--- src/ssd_pkg.sv ---
// ============================================================================
// ssd_pkg: shared types and constants for the standard deviation block
// Holds the transaction payload structs, the sequencer states, status codes
// and the widths that the store, divider and root units agree on.
// ============================================================================
package ssd_pkg;

    localparam int MAX_SAMPLES = 1024;
    localparam int ADDR_W      = $clog2(MAX_SAMPLES);
    localparam int CNT_W       = $clog2(MAX_SAMPLES + 1);
    localparam int SUM_W       = 32 + ADDR_W;
    localparam int ACC_W       = 65 + ADDR_W;
    localparam int ROOT_W      = 34;
    localparam int SQ_IN_W     = 2 * ROOT_W;
    localparam int FRAC_SHIFT  = 14;
    localparam int DIV_NW      = ACC_W;
    localparam int DIV_DW      = ROOT_W + FRAC_SHIFT;

    localparam logic [31:0] SQRT12_Q30 = 32'd3719550787;

    // Division by twelve of a value below 2^32 as a reciprocal multiply:
    // floor(x / 12) = (x * DIV12_MAGIC) >> DIV12_SHIFT.
    localparam logic [31:0] DIV12_MAGIC = 32'hAAAAAAAB;
    localparam int          DIV12_SHIFT = 35;

    localparam logic [1:0] STAT_OK   = 2'd0;
    localparam logic [1:0] STAT_FEW  = 2'd1;
    localparam logic [1:0] STAT_FLAT = 2'd2;
    localparam logic [1:0] STAT_DROP = 2'd3;

    typedef struct packed {
        logic signed [31:0] return_sample;
        logic               last_sample;
    } ssd_in_t;

    typedef struct packed {
        logic [31:0]        std_deviation;
        logic signed [31:0] sharpe_value;
        logic [10:0]        sample_total;
        logic [1:0]         status;
    } ssd_out_t;

    typedef struct packed {
        logic busy;
        logic done;
    } ssd_unit_stat_t;

    typedef enum logic [3:0] {
        ST_LOAD,
        ST_MEAN,
        ST_RFDIV,
        ST_SQSUM,
        ST_VAR,
        ST_ROOT,
        ST_SHMUL,
        ST_SHDIV,
        ST_OUT
    } ssd_state_t;

endpackage

--- src/ssd_sqrt.sv ---
// ============================================================================
// ssd_sqrt: digit-by-digit integer square root
// Retires one root bit per cycle and gives the exact floor root.
// ============================================================================
module ssd_sqrt
    import ssd_pkg::*;
(
    input  logic               clk,
    input  logic               rst_n,
    input  logic               start,
    input  logic [SQ_IN_W-1:0] value,
    output logic [ROOT_W-1:0]  root,
    output ssd_unit_stat_t     stat
);

    localparam int CW = $clog2(ROOT_W + 1);

    logic [SQ_IN_W-1:0] val_reg, val_next;
    logic [ROOT_W:0]    rem_reg, rem_next;
    logic [ROOT_W-1:0]  root_reg, root_next;
    logic [CW-1:0]      cnt_reg, cnt_next;
    logic               busy_reg, busy_next;
    logic               done_reg, done_next;
    logic [ROOT_W+2:0]  rem_sh;
    logic [ROOT_W+2:0]  trial;
    logic               take;

    assign rem_sh = {rem_reg, val_reg[SQ_IN_W-1:SQ_IN_W-2]};
    assign trial  = {1'b0, root_reg, 2'b01};
    assign take   = (rem_sh >= trial);

    always_comb
    begin
        val_next  = val_reg;
        rem_next  = rem_reg;
        root_next = root_reg;
        cnt_next  = cnt_reg;
        busy_next = busy_reg;
        done_next = 1'b0;
        if (start)
        begin
            val_next  = value;
            rem_next  = '0;
            root_next = '0;
            cnt_next  = CW'(ROOT_W);
            busy_next = 1'b1;
        end
        else if (busy_reg)
        begin
            val_next  = {val_reg[SQ_IN_W-3:0], 2'b00};
            rem_next  = take ? (ROOT_W+1)'(rem_sh - trial) : (ROOT_W+1)'(rem_sh);
            root_next = {root_reg[ROOT_W-2:0], take};
            cnt_next  = cnt_reg - CW'(1);
            if (cnt_reg == CW'(1))
            begin
                busy_next = 1'b0;
                done_next = 1'b1;
            end
        end
    end

    always_ff @(posedge clk or negedge rst_n)
    begin
        if (!rst_n)
        begin
            cnt_reg  <= '0;
            busy_reg <= 1'b0;
            done_reg <= 1'b0;
        end
        else
        begin
            cnt_reg  <= cnt_next;
            busy_reg <= busy_next;
            done_reg <= done_next;
        end
    end

    always_ff @(posedge clk)
    begin
        val_reg  <= val_next;
        rem_reg  <= rem_next;
        root_reg <= root_next;
    end

    assign root      = root_reg;
    assign stat.busy = busy_reg;
    assign stat.done = done_reg;

endmodule

--- config.mk ---
export PLATFORM = sky130hd
export DESIGN_NAME = ssd_sqrt
export DESIGN_NICKNAME = d
export VERILOG_FILES = /design/src/ssd_pkg.sv /design/src/ssd_sqrt.sv
export SDC_FILE = /design/constraint.sdc
export NUM_CORES = 1
export LEC_CHECK = 0
export BUFFER_PORTS_ARGS = -buffer_cell sky130_fd_sc_hd__buf_2
export CAP_MARGIN = 20
export CORE_ASPECT_RATIO = 0.8
export CORE_MARGIN = 5
export CORE_UTILIZATION = 61
export CTS_BUF_LIST = sky130_fd_sc_hd__clkbuf_16
export DETAILED_ROUTE_END_ITERATION = 7
export MAX_ROUTING_LAYER = met4
export PLACE_DENSITY_LB_ADDON = 0.15
export SLEW_MARGIN = 25
export SYNTH_ARGS = -nofsm -noshare
export SYNTH_HDL_FRONTEND = slang
export SYNTH_SLANG_ARGS = --single-unit
--- constraint.sdc ---
create_clock -name clk -period 6.5 [get_ports clk]
set_clock_uncertainty 0.1 [all_clocks]
set_input_delay 1.3 -clock clk [delete_from_list [all_inputs] [get_ports clk]]
set_output_delay 1.3 -clock clk [all_outputs]
set_load 0.03 [all_outputs]
Yosys cells after proc, flatten, opt, wreduce, memory -nomap -nowiden:

Cells that the tools add are included.

* add/subtract/negate cells: 2
* $lt $le $gt $ge: 1
* equal/unequal tests: 1
* multiplexer cells: 11
* reduce and logical (&&, ||, !) cells: 1

Operators with widths (number)
* 2-to-1 mux 68 bit: 2
* >= comparator 37 x 36 -> 1 bit: 1
* 2-to-1 mux 35 bit: 1
* subtractor 35 bit: 1
* 2-to-1 mux 6 bit: 2
* equality test 6 x 1 -> 1 bit, second input constant: 1
* 2-to-1 mux 1 bit: 6
* subtractor 6 x 1 -> 6 bit, second input constant: 1
* nonzero test 2 bit: 1

* register bits after elaboration: 145
* input bits: 71
* output and inout bits: 36
* word-level logic and storage cells: 22

Logic depth before layout (Yosys ltp):

* depth in word-level cells: 4
* depth in mapped cells: 13
* depth with buffers taken out: 10

Worst setup path before layout:

OpenSTA, ideal clock, no wires.

* path kind: in2reg
* start: input start
* end: register val_reg[0], enable pin
* setup time: 0.422 ns
* data arrival time: 3.193 ns
* data required time: 5.978 ns
* path slack: 2.786 ns
* cell stages on the path: 4
* path buffers: 2
* cells stage by stage: clkbuf_1 > clkbuf_1 > nor2_1 > inv_1

* longest elaborated chain between the ends: 1

Ends and longest elaborated chain
* start: declaration: line ssd_sqrt.sv:10 `input logic start,`
* nonzero test 2 bit (no line)
* end signal: assignment: line ssd_sqrt.sv:80 `val_reg <= val_next;`
* end: declaration: line ssd_sqrt.sv:18 `logic [SQ_IN_W-1:0] val_reg, val_next;`

Every way passes these cells.
A chain may end at the register's enable or synchronous reset.

Final worst setup path:

* start: register root_reg[8] (netlist: root[8])
* end: register rem_reg[9]

* longest elaborated chain between the ends: 2

Ends and longest elaborated chain
* start: declaration: line ssd_sqrt.sv:20 `logic [ROOT_W-1:0] root_reg, root_next;`
* start signal: assignment: line ssd_sqrt.sv:82 `root_reg <= root_next;`
* >= comparator 37 x 36 -> 1 bit: line ssd_sqrt.sv:30 `assign take = (rem_sh >= trial);`
* 2-to-1 mux 35 bit: line ssd_sqrt.sv:51 `rem_next = take ? (ROOT_W+1)'(rem_sh - trial) : (ROOT_W+1)'(rem_sh);`
* end signal: assignment: line ssd_sqrt.sv:81 `rem_reg <= rem_next;`
* end: declaration: line ssd_sqrt.sv:19 `logic [ROOT_W:0] rem_reg, rem_next;`

Every way passes these cells.

==> out/qor.log <==
[setup_path] R2R Path End rem_reg[9]
[clock_network] CTS tree built
[clock_network] post-CTS resize count 0
[pwr] Max VDD drop 0.2592 mV
[detailed_routing] via count 6,158
[die] Chip Height 113.3 µm
[yosys] simple-gate area share of the yosys netlist 12.13%
[sta] Setup TNS Final 0 ns
[final_layout] share of post-route cells with drive strength above 1 25.08%
[final_layout] ANT cells 0
[final_layout] relative area change from synthesis to final layout 14.36%
[yosys] most common cell in the synthesized netlist sky130_fd_sc_hd__nor2_1
[die] die outline width 139.1 µm
[clock_network] Clock transition at path regs 0.06 ns
[grt] total routing usage reported by global routing 23.60%
[clock_network] post-CTS setup buffer count 0
[clock_network] number of buffers on the longest clock path 2
[yosys] fraction of the yosys area taken by sequential cells 44.53%
[sta] final count of hold timing violations 0
[worst_hold_path] hold crit path type flip-flop to flip-flop
[grt] grt total ovfl 0
[placement] port buffer count 106
[yosys] number of synthesized register bits 145
[setup_path] startpoint class of the critical path flip-flop
[pwr] Pwr Density 451.2 nW/µm²
[yosys] Post-Synth XOR/XNOR Area 3.659%
[clock_network] hold buffer count at cts 0
[yosys] largest cells by area after synthesis sky130_fd_sc_hd__edfxtp_1 (25%), sky130_fd_sc_hd__dfxtp_1 (17%), sky130_fd_sc_hd__mux2_2 (9.1%), sky130_fd_sc_hd__mux2i_1 (6.3%), sky130_fd_sc_hd__ha_1 (5.8%)
[clock_network] CTS H-tree lvls 4
[yosys] post-synthesis instance total 791
[yosys] biggest area consumer among synthesized cells sky130_fd_sc_hd__edfxtp_1
[yosys] post-synthesis adder-cell area fraction 5.843%
[detailed_routing] number of DRC markers in iteration 0 490
[final_layout] flip-flop count of the largest register, all copies and words added 68
[clock_network] worst-skew pair later-pin latency 0.42 ns
[die] Core Region 12,960 µm²
[yosys] post-synthesis mux area share 15.41%
[die] effective utilization at floorplan 62.78%
[clock_network] Sink Count 145
[yosys] Synth Area in Compound Gates 13.73%
[yosys] area of the mapped netlist 8138 µm²
[pwr] part of the power in registers 28.6%
[clock_network] clock buffer count from CTS 17
[pwr] reported net switching power 1619 µW
[grt] largest net degree at the start of global routing 80
[sta] # setup viols final 0
[setup_path] Crit Path Category flip-flop to flip-flop
[grt] antenna violations before repair 0
[yosys] warning count from the yosys run 0
[detailed_routing] total wire length after detailed routing 17,880 µm
[yosys] Main synth FF type sky130_fd_sc_hd__dfxtp_1
[sta] Least-Margin Pin Slew 0.8849 ns
[detailed_routing] Routed wire per std cell 16.87 µm
[yosys] list of most frequent post-synthesis cells sky130_fd_sc_hd__nor2_1 (92), sky130_fd_sc_hd__dfxtp_1 (69), sky130_fd_sc_hd__edfxtp_1 (68), sky130_fd_sc_hd__mux2_2 (66), sky130_fd_sc_hd__mux2i_1 (51)
[sta] final-layout worst hold slack 0.3956 ns
[setup_path] Worst Setup EP rem_reg[9]
[setup_path] reg2reg start root[8]
[status] status finished clean
[job] # Max-Cap Violations 0
[final_layout] utilization after layout 71.80%
[pwr] switching share of power 38.55%
[yosys] Synth cell types 68
[sta] setup repair after global routing missed its margin false
[die] io pins 107
[sta] Relative slew margins 41.01%
[final_layout] fill cell total of the finished layout 987
[setup_path] Worst Setup End Kind flip-flop
[detailed_routing] Residual DRC 0
[setup_path] depth of the most critical reg-to-reg path 11
[detailed_routing] Final ANT Viol Nets 0
[yosys] EDFF count, synth 68
[grt] global-route wire length before repair 29,760 µm
[die] std cell rows 37
[die] overall die area 15,760 µm²
[pwr] P_int 2580 µW
[setup_path] required time reported for the critical path endpoint 6.72 ns
[sta] minimum period implied by the final worst setup slack 3.622 ns
[yosys] Synth Net Count 900
[setup_path] critical-path maximum fanout 19
[pwr] part of the power in the clock network 23.6%
[placement] routability congestion estimate from global placement 0.9569
[grt] number of global-route vias before repair 5,951
[sta] Final period util 55.73%
[yosys] syn_area_per_cell 10.29 µm²
[clock_network] cell at the root of the clock tree sky130_fd_sc_hd__clkbuf_16
[setup_path] Critical path origin root[8]
[yosys] largest family of logic cells by synthesized area multiplexers
[yosys] top-area cell type share of the netlist area 25.09%
[final_layout] net total in the final layout 981
[setup_path] Arr. time, crit path 3.84 ns
[detailed_routing] Pre-antenna DRT Iters 6
[yosys] Post-synth ARST share 5.517%
[pwr] portion of total power attributed to combinational logic 47.8%
[setup_path] slack of the worst reg-to-reg path 2.88 ns
[sta] Final Max Slew Viols 0
[pwr] leakage 0.004114 µW
[detailed_routing] Avg Vias per Cell 5.809
[sta] highest attainable clock frequency 276.1 MHz
[placement] Detail Placement HPWL 12,380 µm
through the flow:
| stage | instances | total power, µW | instance area [µm²] | setup WS [ns] |
|---|---|---|---|---|
| 3_5_place_dp | 1028 | 3177 | 8713 | 2.808 |
| 3_3_place_gp | 1028 | 3132 | 8713 | 2.904 |
| 6_report | 1060 | 4199 | 9306 | 2.878 |
| 4_1_cts | 1060 | 4188 | 9306 | 2.873 |
| 5_1_grt | 1060 | 4473 | 9306 | 2.605 |
| 2_1_floorplan | 791 | 2784 | 8138 | 2.786 |
area by class of cell:
type | instances | area [µm²] | share of cell area (%)
inverters | 45 | 168.9 | 1.815
repair buffers | 110 | 563.0 | 6.050
well taps | 175 | 219.0 | 2.353
multi-input cells | 553 | 4135 | 44.43
flip-flops and latches | 145 | 3627 | 38.98
clock inverters | 15 | 167.7 | 1.802
clock buffers | 17 | 425.4 | 4.571
worst min path at each step:
stage / start / endpoint / cells past startpoint
6_report: rem_reg[0] / rem_reg[0] / 2
2_1_floorplan: rem_reg[0] / rem_reg[0] / 2
4_1_cts: rem_reg[0] / rem_reg[0] / 2
3_3_place_gp: rem_reg[33] / rem_reg[33] / 2
3_5_place_dp: rem_reg[0] / rem_reg[0] / 2
5_1_grt: rem_reg[3] / rem_reg[3] / 2
layer usage:
layer  GRT usage [%]  vias to the layer above  share of wire, %
li1                -                     3043                 -
met1           33.17                     2942                49
met2           34.91                      154                45
met3           5.027                       19               5.5
met4           6.323                        0               1.0
met5               -                        -                 0
critical path, cell delays in order (launching register included):
cell and delay, ns:
sky130_fd_sc_hd__dfxtp_1 0.37, sky130_fd_sc_hd__inv_1 0.06, sky130_fd_sc_hd__ha_1 0.40, sky130_fd_sc_hd__a21oi_1 0.12, sky130_fd_sc_hd__o21ai_0 0.38, sky130_fd_sc_hd__nor3_1 0.15
sky130_fd_sc_hd__a211oi_2 0.31, sky130_fd_sc_hd__a21oi_2 0.13, sky130_fd_sc_hd__o21ai_2 0.59, sky130_fd_sc_hd__buf_4 0.44, sky130_fd_sc_hd__mux2i_1 0.14, sky130_fd_sc_hd__a211oi_1 0.31
cells by family (layout without fill, tap and decap cells):
| group | Yosys count | after routing |
|---|---|---|
| flops | 145 | 145 |
| buf+inv | 93 | 187 |
| xor+xnor | 34 | 34 |
| fa+ha+maj | 38 | 38 |
| mux | 117 | 117 |
| simple gates | 204 | 204 |
| compound gates | 160 | 160 |
power by group through the flow:
stage          Clock [µW]  Sequential, µW  Combinational [µW]
2_1_floorplan           0            1190                1590
3_3_place_gp            0            1210                1920
3_5_place_dp            0            1220                1960
4_1_cts              1000            1200                1980
5_1_grt              1050            1220                2200
6_report              990            1200                2010
cell usage in the layout, fill, tap and decap left out, drive strengths merged, types with 4 or more instances in the layout:
cell type    n
edfxtp      68
o21ai       28
a21oi       33
mux2i       51
nand4       11
o31ai        7
clkbuf      17
nand2b       9
nor2        92
a311oi       6
a21o        11
and2        10
nor3b        5
clkinvlp     4
ha          38
or3          4
a31oi        6
clkinv       4
nor3        10
buf        110
mux2        66
nand3        4
a211oi      28
o21bai       6
xor2        13
xnor2       21
dfrtp        8
nand2       36
dfxtp       69
and4         4
inv         49
Note: power is estimated with default switching activity, not from simulation.
