--- src/ssd_pkg.sv ---
// ============================================================================
// ssd_pkg: shared types and constants for the standard deviation block
// Holds the transaction payload structs, the sequencer states, status codes
// and the widths that the store, divider and root units agree on.
// ============================================================================
package ssd_pkg;

    localparam int MAX_SAMPLES = 1024;
    localparam int ADDR_W      = $clog2(MAX_SAMPLES);
    localparam int CNT_W       = $clog2(MAX_SAMPLES + 1);
    localparam int SUM_W       = 32 + ADDR_W;
    localparam int ACC_W       = 65 + ADDR_W;
    localparam int ROOT_W      = 34;
    localparam int SQ_IN_W     = 2 * ROOT_W;
    localparam int FRAC_SHIFT  = 14;
    localparam int DIV_NW      = ACC_W;
    localparam int DIV_DW      = ROOT_W + FRAC_SHIFT;

    localparam logic [31:0] SQRT12_Q30 = 32'd3719550787;

    // Division by twelve of a value below 2^32 as a reciprocal multiply:
    // floor(x / 12) = (x * DIV12_MAGIC) >> DIV12_SHIFT.
    localparam logic [31:0] DIV12_MAGIC = 32'hAAAAAAAB;
    localparam int          DIV12_SHIFT = 35;

    localparam logic [1:0] STAT_OK   = 2'd0;
    localparam logic [1:0] STAT_FEW  = 2'd1;
    localparam logic [1:0] STAT_FLAT = 2'd2;
    localparam logic [1:0] STAT_DROP = 2'd3;

    typedef struct packed {
        logic signed [31:0] return_sample;
        logic               last_sample;
    } ssd_in_t;

    typedef struct packed {
        logic [31:0]        std_deviation;
        logic signed [31:0] sharpe_value;
        logic [10:0]        sample_total;
        logic [1:0]         status;
    } ssd_out_t;

    typedef struct packed {
        logic busy;
        logic done;
    } ssd_unit_stat_t;

    typedef enum logic [3:0] {
        ST_LOAD,
        ST_MEAN,
        ST_RFDIV,
        ST_SQSUM,
        ST_VAR,
        ST_ROOT,
        ST_SHMUL,
        ST_SHDIV,
        ST_OUT
    } ssd_state_t;

endpackage

--- src/ssd_div.sv ---
// ============================================================================
// ssd_div: restoring unsigned divider
// Produces one quotient bit per cycle; the quotient holds until next start.
// ============================================================================
module ssd_div
    import ssd_pkg::*;
(
    input  logic              clk,
    input  logic              rst_n,
    input  logic              start,
    input  logic [DIV_NW-1:0] dividend,
    input  logic [DIV_DW-1:0] divisor,
    output logic [DIV_NW-1:0] quotient,
    output ssd_unit_stat_t    stat
);

    localparam int CW = $clog2(DIV_NW + 1);

    logic [DIV_NW-1:0] dq_reg, dq_next;
    logic [DIV_DW-1:0] rem_reg, rem_next;
    logic [DIV_DW-1:0] dsr_reg, dsr_next;
    logic [CW-1:0]     cnt_reg, cnt_next;
    logic              busy_reg, busy_next;
    logic              done_reg, done_next;
    logic [DIV_DW:0]   rem_sh;
    logic [DIV_DW:0]   rem_sub;
    logic              take;

    assign rem_sh  = {rem_reg, dq_reg[DIV_NW-1]};
    assign rem_sub = rem_sh - {1'b0, dsr_reg};
    assign take    = (rem_sh >= {1'b0, dsr_reg});

    always_comb
    begin
        dq_next   = dq_reg;
        rem_next  = rem_reg;
        dsr_next  = dsr_reg;
        cnt_next  = cnt_reg;
        busy_next = busy_reg;
        done_next = 1'b0;
        if (start)
        begin
            dq_next   = dividend;
            rem_next  = '0;
            dsr_next  = divisor;
            cnt_next  = CW'(DIV_NW);
            busy_next = 1'b1;
        end
        else if (busy_reg)
        begin
            rem_next = take ? rem_sub[DIV_DW-1:0] : rem_sh[DIV_DW-1:0];
            dq_next  = {dq_reg[DIV_NW-2:0], take};
            cnt_next = cnt_reg - CW'(1);
            if (cnt_reg == CW'(1))
            begin
                busy_next = 1'b0;
                done_next = 1'b1;
            end
        end
    end

    always_ff @(posedge clk or negedge rst_n)
    begin
        if (!rst_n)
        begin
            cnt_reg  <= '0;
            busy_reg <= 1'b0;
            done_reg <= 1'b0;
        end
        else
        begin
            cnt_reg  <= cnt_next;
            busy_reg <= busy_next;
            done_reg <= done_next;
        end
    end

    always_ff @(posedge clk)
    begin
        dq_reg  <= dq_next;
        rem_reg <= rem_next;
        dsr_reg <= dsr_next;
    end

    assign quotient  = dq_reg;
    assign stat.busy = busy_reg;
    assign stat.done = done_reg;

endmodule

--- config.mk ---
export PLATFORM = sky130hd
export DESIGN_NAME = ssd_div
export DESIGN_NICKNAME = d
export VERILOG_FILES = /design/src/ssd_pkg.sv /design/src/ssd_div.sv
export SDC_FILE = /design/constraint.sdc
export NUM_CORES = 1
export LEC_CHECK = 0
export BUFFER_PORTS_ARGS = -buffer_cell sky130_fd_sc_hd__buf_2
export CAP_MARGIN = 10
export CORE_ASPECT_RATIO = 0.75
export CORE_MARGIN = 5
export CORE_UTILIZATION = 35
export DETAILED_ROUTE_END_ITERATION = 16
export PLACE_DENSITY = 0.62
export SLEW_MARGIN = 20
export SYNTH_ARGS = -nofsm -noshare
export SYNTH_HDL_FRONTEND = slang
export SYNTH_SLANG_ARGS = --single-unit
--- constraint.sdc ---
create_clock -name clk -period 5.9 [get_ports clk]
set_input_delay 0.885 -clock clk [delete_from_list [all_inputs] [get_ports clk]]
set_output_delay 0.885 -clock clk [all_outputs]
set_load 0.005 [all_outputs]
Word level (Yosys, flattened, before mapping)
Index checks and enable logic that the tools add are counted.

word-level totals
  word-level logic and storage cells = 22
  bits of input ports = 126
  output and inout port bits = 77
  bits in registers = 180

operators by class
  magnitude comparators = 1
  reduce and logical (&&, ||, !) cells = 1
  multiplexer cells = 11
  $add $sub $neg = 2
  equality and inequality tests = 1

operators by type and width
  kind                 number
  $mux 75              2
  $ge 49x48->1         1
  $mux 48              1
  $sub 48x48->48       1
  $mux 7               2
  $eq 7x1->1 const B   1
  $sub 7x1->7 const B  1
  $mux 1               6
  $reduce_bool 2->1    1

Longest topological paths before layout
Gate-level depths: netlist (run 1).

  depth after elaboration = 4
  gate-level depth with buffers = 14
  gate-level depth less buffers = 12

Worst setup path after synthesis (run 1)
Ideal clock, no wire load.

  path kind = input -> register
  from = input start
  to = register dq_reg[0] (netlist: quotient[0]) (enable)
  arrival time = 2,908 ps
  data required time = 5,471 ps
  cell stages on the path = 4
  buffers on the path = 2
  slack = 2,564 ps
  setup time = 429 ps
  cell sequence = clkbuf_1 nor2_1 clkbuf_1 inv_1

between the ends
  cells in the longest elaborated chain, start to end = 1

RTL lines
  what                                RTL line       RTL
  start, declared                     ssd_div.sv:10  input logic start,
  $reduce_bool 2->1 (no source line)  --
  end signal, assigned                ssd_div.sv:80  dq_reg <= dq_next;
  end, declared                       ssd_div.sv:19  logic [DIV_NW-1:0] dq_reg, dq_next;

No other way between the ends.
A chain may end at the register's enable or synchronous reset.

Worst setup path in the final report (run 1)
  from = register dq_reg[74] (netlist: quotient[74])
  to = register rem_reg[40]

between the ends
  cells in the longest elaborated chain, start to end = 2
  elaborated cells on any way between the ends = 3
  those cells by class = 1 x add/sub; 1 x order compare; 1 x mux

RTL lines
  what                                                   RTL line                      RTL
  $sub 48x48->48 / $ge 49x48->1 (equally long branches)  ssd_div.sv:30, ssd_div.sv:31
  $mux 48 (*)                                            ssd_div.sv:51                 rem_next = take ? rem_sub[DIV_DW-1:0] : rem_sh[DIV_DW-1:0];
  end signal, assigned                                   ssd_div.sv:81                 rem_reg <= rem_next;
  end, declared                                          ssd_div.sv:20                 logic [DIV_DW-1:0] rem_reg, rem_next;

Every way passes the cells marked *; elsewhere a longest branch is shown, timed or not.

==> results of run 1 <==
-- critical path: stages, from the launching register on --
cell,delay [ns]
edfxtp_1,0.42
inv_1,0.06
ha_1,0.23
fa_1,0.39
nor2b_1,0.18
o2111ai_1,0.17
a31oi_1,0.33
o211a_1,0.31
o21ai_1,0.22
a31oi_1,0.47
mux2i_1,0.24
o211ai_1,0.16
a311oi_1,0.32
-- metrics by stage --
stage	utilization	power, mW	hold WS [ns]
6_report	0.4152	4.836	0.2704
5_1_grt	0.4152	5.134	0.2613
4_1_cts	0.4152	4.841	0.2554
3_5_place_dp	0.3959	3.669	0.4775
3_3_place_gp	0.3959	3.641	0.4820
2_1_floorplan	-	3.167	0.4525
-- worst paths after layout --
path | to | cells past startpoint
worst max-delay path | rem_reg[40]$_SDFFE_PP0P_ | 12
worst min-delay path | cnt_reg[0]$_DFFE_PN0P_ | 1
worst max register to register | rem_reg[40]$_SDFFE_PP0P_ | 12
worst min register to register | rem_reg[17]$_SDFFE_PP0P_ | 2
max in group asynchronous | busy_reg$_DFF_PN0_ | 1
min in group clk | rem_reg[17]$_SDFFE_PP0P_ | 2
-- kinds of logic (layout without fill, tap and decap cells) --
| kind of cell | Yosys count | in the layout | synth area share |
|---|---|---|---|
| xor gates and xnor gates | 33 | 33 | 0.02683 |
| AOI/OAI and AO/OA | 269 | 269 | 0.1779 |
| muxes | 88 | 88 | 0.09071 |
| adders and majority gates | 51 | 51 | 0.05993 |
| buffers and inverters | 133 | 310 | 0.05923 |
| DFF | 180 | 180 | 0.4530 |
| and+or+nand+nor | 293 | 293 | 0.1324 |
-- cells in the final DEF, fill, tap and decap left out, types with 7 or more instances in the layout --
master     count
nor2_1        80
xnor2_1       18
o21bai_1       8
a21oi_1       48
nand2b_1       7
a211oi_1       9
mux2i_1       11
o31ai_1        8
dfrtp_1        8
o211ai_1      14
nand3_1       38
nor2b_1        8
ha_1          50
xor2_1        15
or3_1         10
inv_1         64
buf_2        201
a31oi_1       10
nor3_1        25
dfxtp_1       48
buf_4          9
o21ai_0       48
nand4_1       19
and2_1         7
a21o_1        22
o31a_1         7
clkbuf_16     17
mux2_2        77
nand2_1       65
edfxtp_1     123
a311oi_1      33
o21a_1        10
-- layout make-up --
type,count,area [sq um]
clock buffer,18,429.2
multi-input combinational,734,5271
inverter,67,251.5
tap,399,499.2
clock inverter,14,155.1
fill,3033,17710
timing repair buffer,211,1085
sequential,180,4881
-- power by group --
group          total (mW)  internal [mW]  switching (mW)
logic                1.97          0.803            1.17
clock network        1.15          0.571           0.579
registers            1.72           1.57           0.149
-- routing by layer --
metal | global-route usage | share of wire
met1 | 0.2592 | 0.48
met2 | 0.2498 | 0.44
met3 | 0.04113 | 0.063
met4 | 0.03751 | 0.012
met5 | 0 | 0
==> reports/metrics.cfg, run 1 <==
[logic_synthesis]
synthArstFlopShare=0.05000
synth_area_per_cell_sq_um=10.29
synth-seq-cells=180
synth_top_area_cell=edfxtp_1
synth_area_leaders=edfxtp_1 34%, dfxtp_1 8.9%, mux2_2 8.0%
syn_area_sq_mm=0.01077
ys.flop_type=edfxtp_1
netlist-cell-type-count=80
yosysWarnings=0
syn-num-nets=1224
synth_top_cell_area_share=0.3429
synthCells=1047
synth_edf_count=123
synth.most_common_cell=edfxtp_1
synthTopCellsByCount=123 x edfxtp_1, 80 x nor2_1, 77 x mux2_2
yosysSeqAreaShare=0.4530

[sta]
period_needed_ns=3.590
hold_violations=0
fmax_mhz=278.6
period_share=0.6085
rsz0062_at_grt=false
fin_tns_setup_ns=0
tightest_slew_ns=1.081
slew_headroom=0.2767
finalSetupViolCount=0
fin_skew_ns=0.01402
finalMaxSlewViolations=0
layout_setup_ws_ns=2.310

[floorplanning]
die_w_um=212.6
die_h_um=161.9
io_pins=203
start_util=0.3558
rows=55
core-area_sq_mm=0.03028
die_area_sq_mm=0.03442

[setup_path]
path_max_fanout=5
cp-startpoint=quotient[74]$_DFFE_PP_
cp-start-kind=flop
worstPathArrival_ns=3.94
reg2reg_from=quotient[74]$_DFFE_PP_
critical_path_class=flop to flop
cp.required_ns=6.25
r2r_slack_ns=2.31
end_kind=flop

[layout]
final_cells=1623
fin_area_sq_mm=0.01257
antenna_cells=0
drive_gt1_frac=0.2827
nets=1388
area_growth_pct=16.70
largest_reg_flops=75

[placement]
placedCellCount=1591
io_buffers=202
hpwl_um=22170
place_congestion=0.9282
pre_cts_ws_ns=2.435
placed_cell_area_sq_mm=0.01199

[clock_network]
post_cts_buffers=0
clk_pin_slew_ns=0.07
clk_latency_ns=0.45
cts_tree=built
htree_levels=4
cts.sinks=180
cts-root-buf=clkbuf_16
cts-resized-gates=0
hold_buffers=0
cts_inserted_buffers=17
clock_path_buffers=2

[route]
drt-pass1-iter-count=5
ant_nets=0
vias_per_cell=5.454
drcViolationCount=0
vias=8852
wirelength_um=30450
drt_iter0_markers=966
routedWlPerCell_um=18.76

[status]
status=complete, no violations

[power]
peakVddDrop_uv=224.5
cellLeakagePower_nw=5.279
power_density_mw_per_mm2=384.6

[job]
drv_cap=0

[global_routing]
grt_start_max_net_pins=72
grt_pass1_vias=8359
grt_use_total=0.1718
antenna_found_initial=0
grt_pass1_wl_um=46950
grt_overflow_total=0

[hold_path]
hold_class=primary input to async pin

Power figures use the tool's default switching activity.
==> inputs of run 2 (changes only) <==
--- a/config.mk
+++ b/config.mk
@@ -5,13 +5,14 @@
 export SDC_FILE = /design/constraint.sdc
 export NUM_CORES = 1
 export LEC_CHECK = 0
+export ABC_AREA = 1
 export BUFFER_PORTS_ARGS = -buffer_cell sky130_fd_sc_hd__buf_2
 export CAP_MARGIN = 10
 export CORE_ASPECT_RATIO = 0.75
 export CORE_MARGIN = 5
 export CORE_UTILIZATION = 35
 export DETAILED_ROUTE_END_ITERATION = 16
-export PLACE_DENSITY = 0.62
+export PLACE_DENSITY = 0.61
 export SLEW_MARGIN = 20
 export SYNTH_ARGS = -nofsm -noshare
 export SYNTH_HDL_FRONTEND = slang
==> constraint.sdc (replaced) <==
create_clock -name clk -period 3.32 [get_ports clk]
set_input_delay 0.498 -clock clk [delete_from_list [all_inputs] [get_ports clk]]
set_output_delay 0.498 -clock clk [all_outputs]
set_load 0.005 [all_outputs]
==> run 2 against run 1 <==
  * Clock power rose by 90%
  * Wire length rose by 16%
  * First-iteration DRC count fell by 16%
  * Core utilization rose by 0.27 points
  * Register-to-register slack got worse by 1.7 ns
  * Maximum frequency rose by 31%
  * Final cell count rose by 49%
  * Sequential share of layout area fell by 4.1 points
  * Synthesized area rose by 11%
  * Global-route usage rose by 1.4 points
  * Largest cell class unchanged
  * Largest power group is now sequential cells
==> reports/metrics.cfg, run 2 <==
[status]
status=complete, no violations

[logic_synthesis]
synth_area_per_cell_sq_um=6.760  ; -34%
syn_area_sq_mm=0.01192  ; +11%
synth_top_cell_area_share=0.3098  ; -0.03310
synthTopCellsByCount=795 x nand2_1, 330 x inv_1, 123 x edfxtp_1
synthCells=1764  ; +68%
synth_area_leaders=edfxtp_1 31%, nand2_1 25%, inv_1 10%
syn-num-nets=1941  ; +59%
netlist-cell-type-count=34  ; -57%
synth-seq-cells=180  ; unchanged
synth_edf_count=123  ; unchanged
synthArstFlopShare=0.05000  ; unchanged
synth_top_area_cell=edfxtp_1
synth.most_common_cell=nand2_1
yosysSeqAreaShare=0.4092  ; -0.04373
ys.flop_type=edfxtp_1
yosysWarnings=0  ; unchanged

[layout]
nets=2124  ; +53%
final_common_cell=nand2_1
area_growth_pct=17.76
nFillCells=3585  ; +18%
mostFrequentLayoutCells=795 x nand2_1, 329 x inv_1, 201 x buf_2, 123 x edfxtp_1, 93 x nor2_1
largest_reg_flops=75  ; unchanged
drive_gt1_frac=0.1429  ; -0.1398
final_cells=2412  ; +49%

[floorplanning]
die_w_um=223.1  ; +5.0%
io_pins=203  ; unchanged
die_h_um=169.9  ; +4.9%
core-area_sq_mm=0.03360  ; +11%
die_area_sq_mm=0.03790  ; +10%
start_util=0.3549  ; -0.0009032
rows=58  ; +5.5%

[setup_path]
critical_path_class=flop to flop
cp-start-kind=flop
path_max_fanout=21  ; +16
worstPathArrival_ns=3.13  ; -0.81 ns
end_kind=flop
cp_slowest_stage_delay_ns=0.39  ; -0.08 ns
cp.required_ns=3.71  ; -2.54 ns
cpMostUsedCell=nand2_1
worstPathCellList=inv_1, ha_1, nand2_1, inv_1, nand2_1, nand2_1, inv_1, nand3_2, nand2_1, nand2_1, nand2_2, nand3_2, buf_12, nand2_1, nand3_1, nand2_1
cpMaxStageDelayCell=nand3_2

[clock_network]
post_cts_buffers=0  ; unchanged
clock_path_buffers=2  ; unchanged
htree_levels=4  ; unchanged
cts_inserted_buffers=17  ; unchanged
cts-resized-gates=0  ; unchanged
clk_pin_slew_ns=0.08  ; about the same
cts_tree=built
cts.sinks=180  ; unchanged
clk_latency_ns=0.45  ; about the same
cts-root-buf=clkbuf_16

[route]
vias=11050  ; +25%
wirelength_um=35440  ; +16%
drt_iter0_markers=808  ; -16%
drcViolationCount=0  ; unchanged
vias_per_cell=4.580  ; -16%
drt-pass1-iter-count=7  ; +2
routedWlPerCell_um=14.69  ; -22%
ant_nets=0  ; unchanged

[power]
p_total_mw=5.448  ; +13%
swShare=0.2805  ; -0.1111
power.switching_mw=1.528  ; -19%
internal-power_mw=3.920  ; +33%
seq_power_share=0.481  ; +0.126
clkPwrFrac=0.400  ; +0.162
power_density_mw_per_mm2=388.0  ; +0.86%
peakVddDrop_uv=325.5  ; +45%
pwr-share-comb=0.120  ; -0.287
cellLeakagePower_nw=7.702  ; +46%

[global_routing]
grt_use_total=0.1861  ; +0.01434
grt_start_max_net_pins=102  ; +42%
grt_pass1_wl_um=56620  ; +21%
grt_pass1_vias=10500  ; +26%
antenna_found_initial=6  ; +6
grt_overflow_total=0  ; unchanged

[hold_path]
hold_class=primary input to flop

[placement]
place_congestion=0.9748  ; +5.0%
placedCellCount=2377  ; +49%
hpwl_um=27220  ; +23%
io_buffers=202  ; unchanged

[sta]
finalSetupViolCount=0  ; unchanged
tightest_slew_ns=0.8235  ; -0.2575 ns
fmax_mhz=364.7  ; +31%
slew_headroom=0.4502  ; +0.1735
period_share=0.8259  ; +0.2174
finalMaxSlewViolations=0  ; unchanged
hold_violations=0  ; unchanged
period_needed_ns=2.742  ; -0.8482 ns
fin_tns_setup_ns=0  ; unchanged
fin_skew_ns=0.01980  ; +0.005781 ns
rsz0062_at_grt=false

[job]
drv_cap=0  ; unchanged

## run 2: cell count changes after synthesis, moves of 14 or more
cell / delta
nor2_1: +15
mux2_2: -77
nand3_1: +51
o211ai_1: -14
nand4_1: +43
inv_1: +265
nor3_1: -19
a21o_1: -22
a21oi_1: -17
o21ai_0: -41
a311oi_1: -33
nand2_1: +730
## run 2: through the flow
stage	setup WS (ns)	util	cell area, sq um	hold slack [ns]
3_3_place_gp	0.6123	0.3982	13380	0.3606
2_1_floorplan	0.3302	-	11920	0.2024
6_report	0.5782	0.4179	14040	0.2189
5_1_grt	0.2115	0.4179	14040	0.1876
3_5_place_dp	0.5817	0.3982	13380	0.3642
4_1_cts	0.5326	0.4177	14030	0.1916
## run 2: per-layer routing
metal | global-route usage | up-vias | part of all wire
li1 | - | 5769 | -
met1 | 0.2720 | 4929 | 0.50
met2 | 0.2744 | 305 | 0.41
met3 | 0.05742 | 34 | 0.078
met4 | 0.03488 | 10 | 0.012
met5 | 0 | - | 0.0015
## run 2: worst paths after layout
kind | startpoint | to | slack, ns | depth (start not counted)
max in group asynchronous | rst_n | cnt_reg[3]$_DFFE_PN0P_ | 2.69 | 2
max reg2reg | dsr_reg[8]$_DFFE_PP_ | rem_reg[36]$_SDFFE_PP0P_ | 0.58 | 16
min reg2reg | rem_reg[30]$_SDFFE_PP0P_ | rem_reg[30]$_SDFFE_PP0P_ | 0.48 | 2
min | divisor[34] | dsr_reg[34]$_DFFE_PP_ | 0.22 | 1
min in group asynchronous | rst_n | done_reg$_DFF_PN0_ | 0.43 | 2
max | dsr_reg[8]$_DFFE_PP_ | rem_reg[36]$_SDFFE_PP0P_ | 0.58 | 16
## run 2: cell families after synthesis
logic type	after synthesis	share of synthesized area
xor gates and xnor gates	24	0.01763
buffers and inverters	387	0.1271
AOI/OAI and AO/OA	44	0.01983
DFF	180	0.4092
and+or+nand+nor	1078	0.3721
adders and majority gates	51	0.05414
## run 2: final cells by class
type	instances	area, sq um	share of cell area
flip-flops and latches	180	4880	0.3475
repair buffers	214	1135	0.08082
well taps	450	563.0	0.04010
clock buffers	17	425.4	0.03029
diodes	2	5.005	0.0003564
inverters	337	1265	0.09008
multi-input cells	1197	5552	0.3953
clock inverters	15	217.7	0.01550
## run 2: power groups by stage
stage / sequential (mW) / clock (mW) / combinational (mW)
after floorplan: 2.66 / 0 / 0.357
final: 2.62 / 2.18 / 0.651
after global placement: 2.67 / 0 / 0.647
after global routing: 2.64 / 2.35 / 0.736
after detailed placement: 2.67 / 0 / 0.655
after CTS: 2.62 / 2.25 / 0.657
## run 2: what timing repair did
item	in CTS	in global routing
hold endpoints to repair	9	0
setup endpoints to repair	0	0
hold buffers	1	0
## run 2: worst max-delay path, delay by kind of cell (launching register included)
kind	cells	cell delay, ns
buf+inv	4	0.56
flops	1	0.37
fa+ha+maj	1	0.27
simple gates	11	1.46
==> inputs of run 3 (changes only) <==
--- a/config.mk
+++ b/config.mk
@@ -12,7 +12,7 @@
 export CORE_MARGIN = 5
 export CORE_UTILIZATION = 35
 export DETAILED_ROUTE_END_ITERATION = 16
-export PLACE_DENSITY = 0.61
+export PLACE_DENSITY = 0.63
 export SLEW_MARGIN = 20
 export SYNTH_ARGS = -nofsm -noshare
 export SYNTH_HDL_FRONTEND = slang
==> constraint.sdc (replaced) <==
create_clock -name clk -period 2.51 [get_ports clk]
set_input_delay 0.3765 -clock clk [delete_from_list [all_inputs] [get_ports clk]]
set_output_delay 0.3765 -clock clk [all_outputs]
set_load 0.005 [all_outputs]
==> run 3 against run 2 <==
  * Final area grew 2.7%
  * Highest routed layer is now met4
  * Worst hold slack worse by 0.14 ns
  * Wire length rose by 3.0%
  * Sequential power rose by 32%
  * Sequential share of layout area down 0.91 points
  * Maximum frequency up 15%
==> reports/metrics.cfg, run 3 (synthesis results as in run 2) <==
[layout]
nFillCells=3511  ; -2.1%
nets=2147  ; +1.1%
drive_gt1_frac=0.1689  ; +0.02608
largest_reg_flops=75  ; unchanged
regArea_sq_mm=0.004880  ; unchanged
area_growth_pct=20.92
mostFrequentLayoutCells=784 x nand2_1, 327 x inv_1, 201 x buf_2, 123 x edfxtp_1, 86 x nand3_1
final_cells=2433  ; +0.87%
fin_area_sq_mm=0.01442  ; +2.7%
multi_input_area_sq_mm=0.005687  ; +2.4%
final_common_cell=nand2_1
antenna_cells=0  ; -2

[route]
wirelength_um=36510  ; +3.0%
drt_iter0_markers=896  ; +11%
drt-pass1-iter-count=5  ; -2
routedWlPerCell_um=15.01  ; +2.1%
drcViolationCount=0  ; unchanged
vias_per_cell=4.678  ; +2.1%
ant_nets=0  ; unchanged
vias=11380  ; +3.0%

[hold_path]
hp-start=divisor[34]
hold_depth=1  ; unchanged
min_to=dsr_reg[34]$_DFFE_PP_
hold_class=primary input to flop

[clock_network]
clock_path_buffers=2  ; unchanged
clk_pin_slew_ns=0.09  ; about the same
cts-root-buf=clkbuf_16
htree_levels=4  ; unchanged
cts.sinks=180  ; unchanged
cts_tree=built
cts_inserted_buffers=17  ; unchanged
clk_latency_ns=0.47  ; +0.02 ns

[power]
p_total_mw=7.183  ; +32%
peakVddDrop_uv=377.0  ; +16%
cellLeakagePower_nw=7.877  ; +2.3%
power_density_mw_per_mm2=498.2  ; +28%

[placement]
placed_cell_area_sq_mm=0.01355  ; +1.3%
placedCellCount=2396  ; +0.80%
pre_cts_ws_ns=-0.1614  ; -0.7431 ns
hpwl_um=28170  ; +3.5%
place_congestion=1.023  ; +4.9%
io_buffers=202  ; unchanged

[global_routing]
antenna_found_initial=0  ; -6
grt_pass1_vias=10790  ; +2.8%
grt_start_max_net_pins=58  ; -43%
grt_pass1_wl_um=57700  ; +1.9%
grt_overflow_total=0  ; unchanged
grt_use_total=0.1898  ; +0.003631

[sta]
period_share=0.9475  ; +0.1216
finalMaxSlewViolations=0  ; unchanged
finalSetupViolCount=0  ; unchanged
rsz0062_at_grt=true
period_needed_ns=2.378  ; -0.3637 ns
tightest_slew_ns=0.6228  ; -0.2007 ns
hold_violations=0  ; unchanged
fmax_mhz=420.5  ; +15%
slew_headroom=0.5848  ; +0.1346
fin_skew_ns=0.02014  ; +0.0003420 ns
layout_setup_ws_ns=0.1318  ; -0.4463 ns

[setup_path]
cp-startpoint=dsr_reg[43]$_DFFE_PP_
cp_slowest_stage_delay_ns=0.37  ; -0.02 ns
path_buf_inv=3  ; -1
cpMaxStageDelayCell=ha_1
r2r_slack_ns=0.13  ; -0.45 ns
cp-start-kind=flop
worstPathCellList=inv_1, ha_1, nand2_2, inv_1, nand2_1, and2_1, nor2_1, nor2_1, nand2_2, a21oi_4, nand3_4, buf_12, nand2_1, nand2_1
regToRegEndpoint=quotient[0]$_DFFE_PP_
critical_path_class=flop to flop
end_kind=flop
worstPathArrival_ns=2.59  ; -0.54 ns
path_max_fanout=7  ; -67%
reg2reg_depth=14  ; -2
critPathTopFamily=simple AND/OR/NAND/NOR gates
cpMostUsedCell=nand2_1
reg2reg_from=dsr_reg[43]$_DFFE_PP_
cp.required_ns=2.72  ; -0.99 ns

[floorplanning]
die_area_sq_mm=0.03790  ; unchanged
io_pins=203  ; unchanged
core-area_sq_mm=0.03360  ; unchanged
die_w_um=223.1  ; unchanged
start_util=0.3549  ; unchanged
rows=58  ; unchanged
die_h_um=169.9  ; unchanged

[status]
status=complete, no violations

[job]
drv_cap=0  ; unchanged

==> run 3: worst max path at each step <==
stage / to / depth (start not counted)
floorplan: quotient[0]$_DFFE_PP_ / 4
global placement: rem_reg[40]$_SDFFE_PP0P_ / 17
detailed placement: rem_reg[40]$_SDFFE_PP0P_ / 17
CTS: rem_reg[40]$_SDFFE_PP0P_ / 17
global route: rem_reg[43]$_SDFFE_PP0P_ / 15
finish: quotient[0]$_DFFE_PP_ / 14
==> run 3: final cells by class <==
class,instances,area share
tap,450,0.03905
clock buffer,17,0.02950
clock inverter,15,0.01371
timing repair buffer,237,0.09693
sequential,180,0.3384
multi-input combinational,1197,0.3944
inverter,337,0.08799
==> run 3: layer usage <==
layer | vias up | share of wire | GRT usage | routed length (um)
met3 | 31 | 0.084 | 0.05432 | 3073
met1 | 5155 | 0.49 | 0.2772 | 17970
met4 | 0 | 0.016 | 0.04846 | 573
li1 | 5810 | - | - | -
met2 | 385 | 0.41 | 0.2768 | 14890
met5 | - | 0 | 0 | 0
==> run 3: stage by stage <==
| stage | TNS, ns | utilization | hold WS [ns] |
|---|---|---|---|
| finish | 0 | 0.4291 | 0.08018 |
| global route | -0.01877 | 0.4291 | 0.05013 |
| CTS | 0 | 0.4231 | 0.05193 |
| detailed placement | -0.2621 | 0.4033 | 0.2430 |
| global placement | -0.2558 | 0.4033 | 0.2403 |
| floorplan | 0 | - | 0.08091 |
==> run 3: power breakdown <==
group / internal, mW / leakage [nW] / switching (mW) / total (mW)
clock network: 1.37 / 0.302 / 1.45 / 2.82
logic: 0.355 / 5.79 / 0.536 / 0.891
registers: 3.37 / 1.79 / 0.0984 / 3.47
==> run 3: what timing repair did <==
item	in CTS	in global routing
setup buffers	1	1
gates resized for setup	6	42
setup endpoints to repair	6	49
pin swaps	0	4
hold buffers	1	0
cloned	0	2
endpoints found under the hold margin	9	0
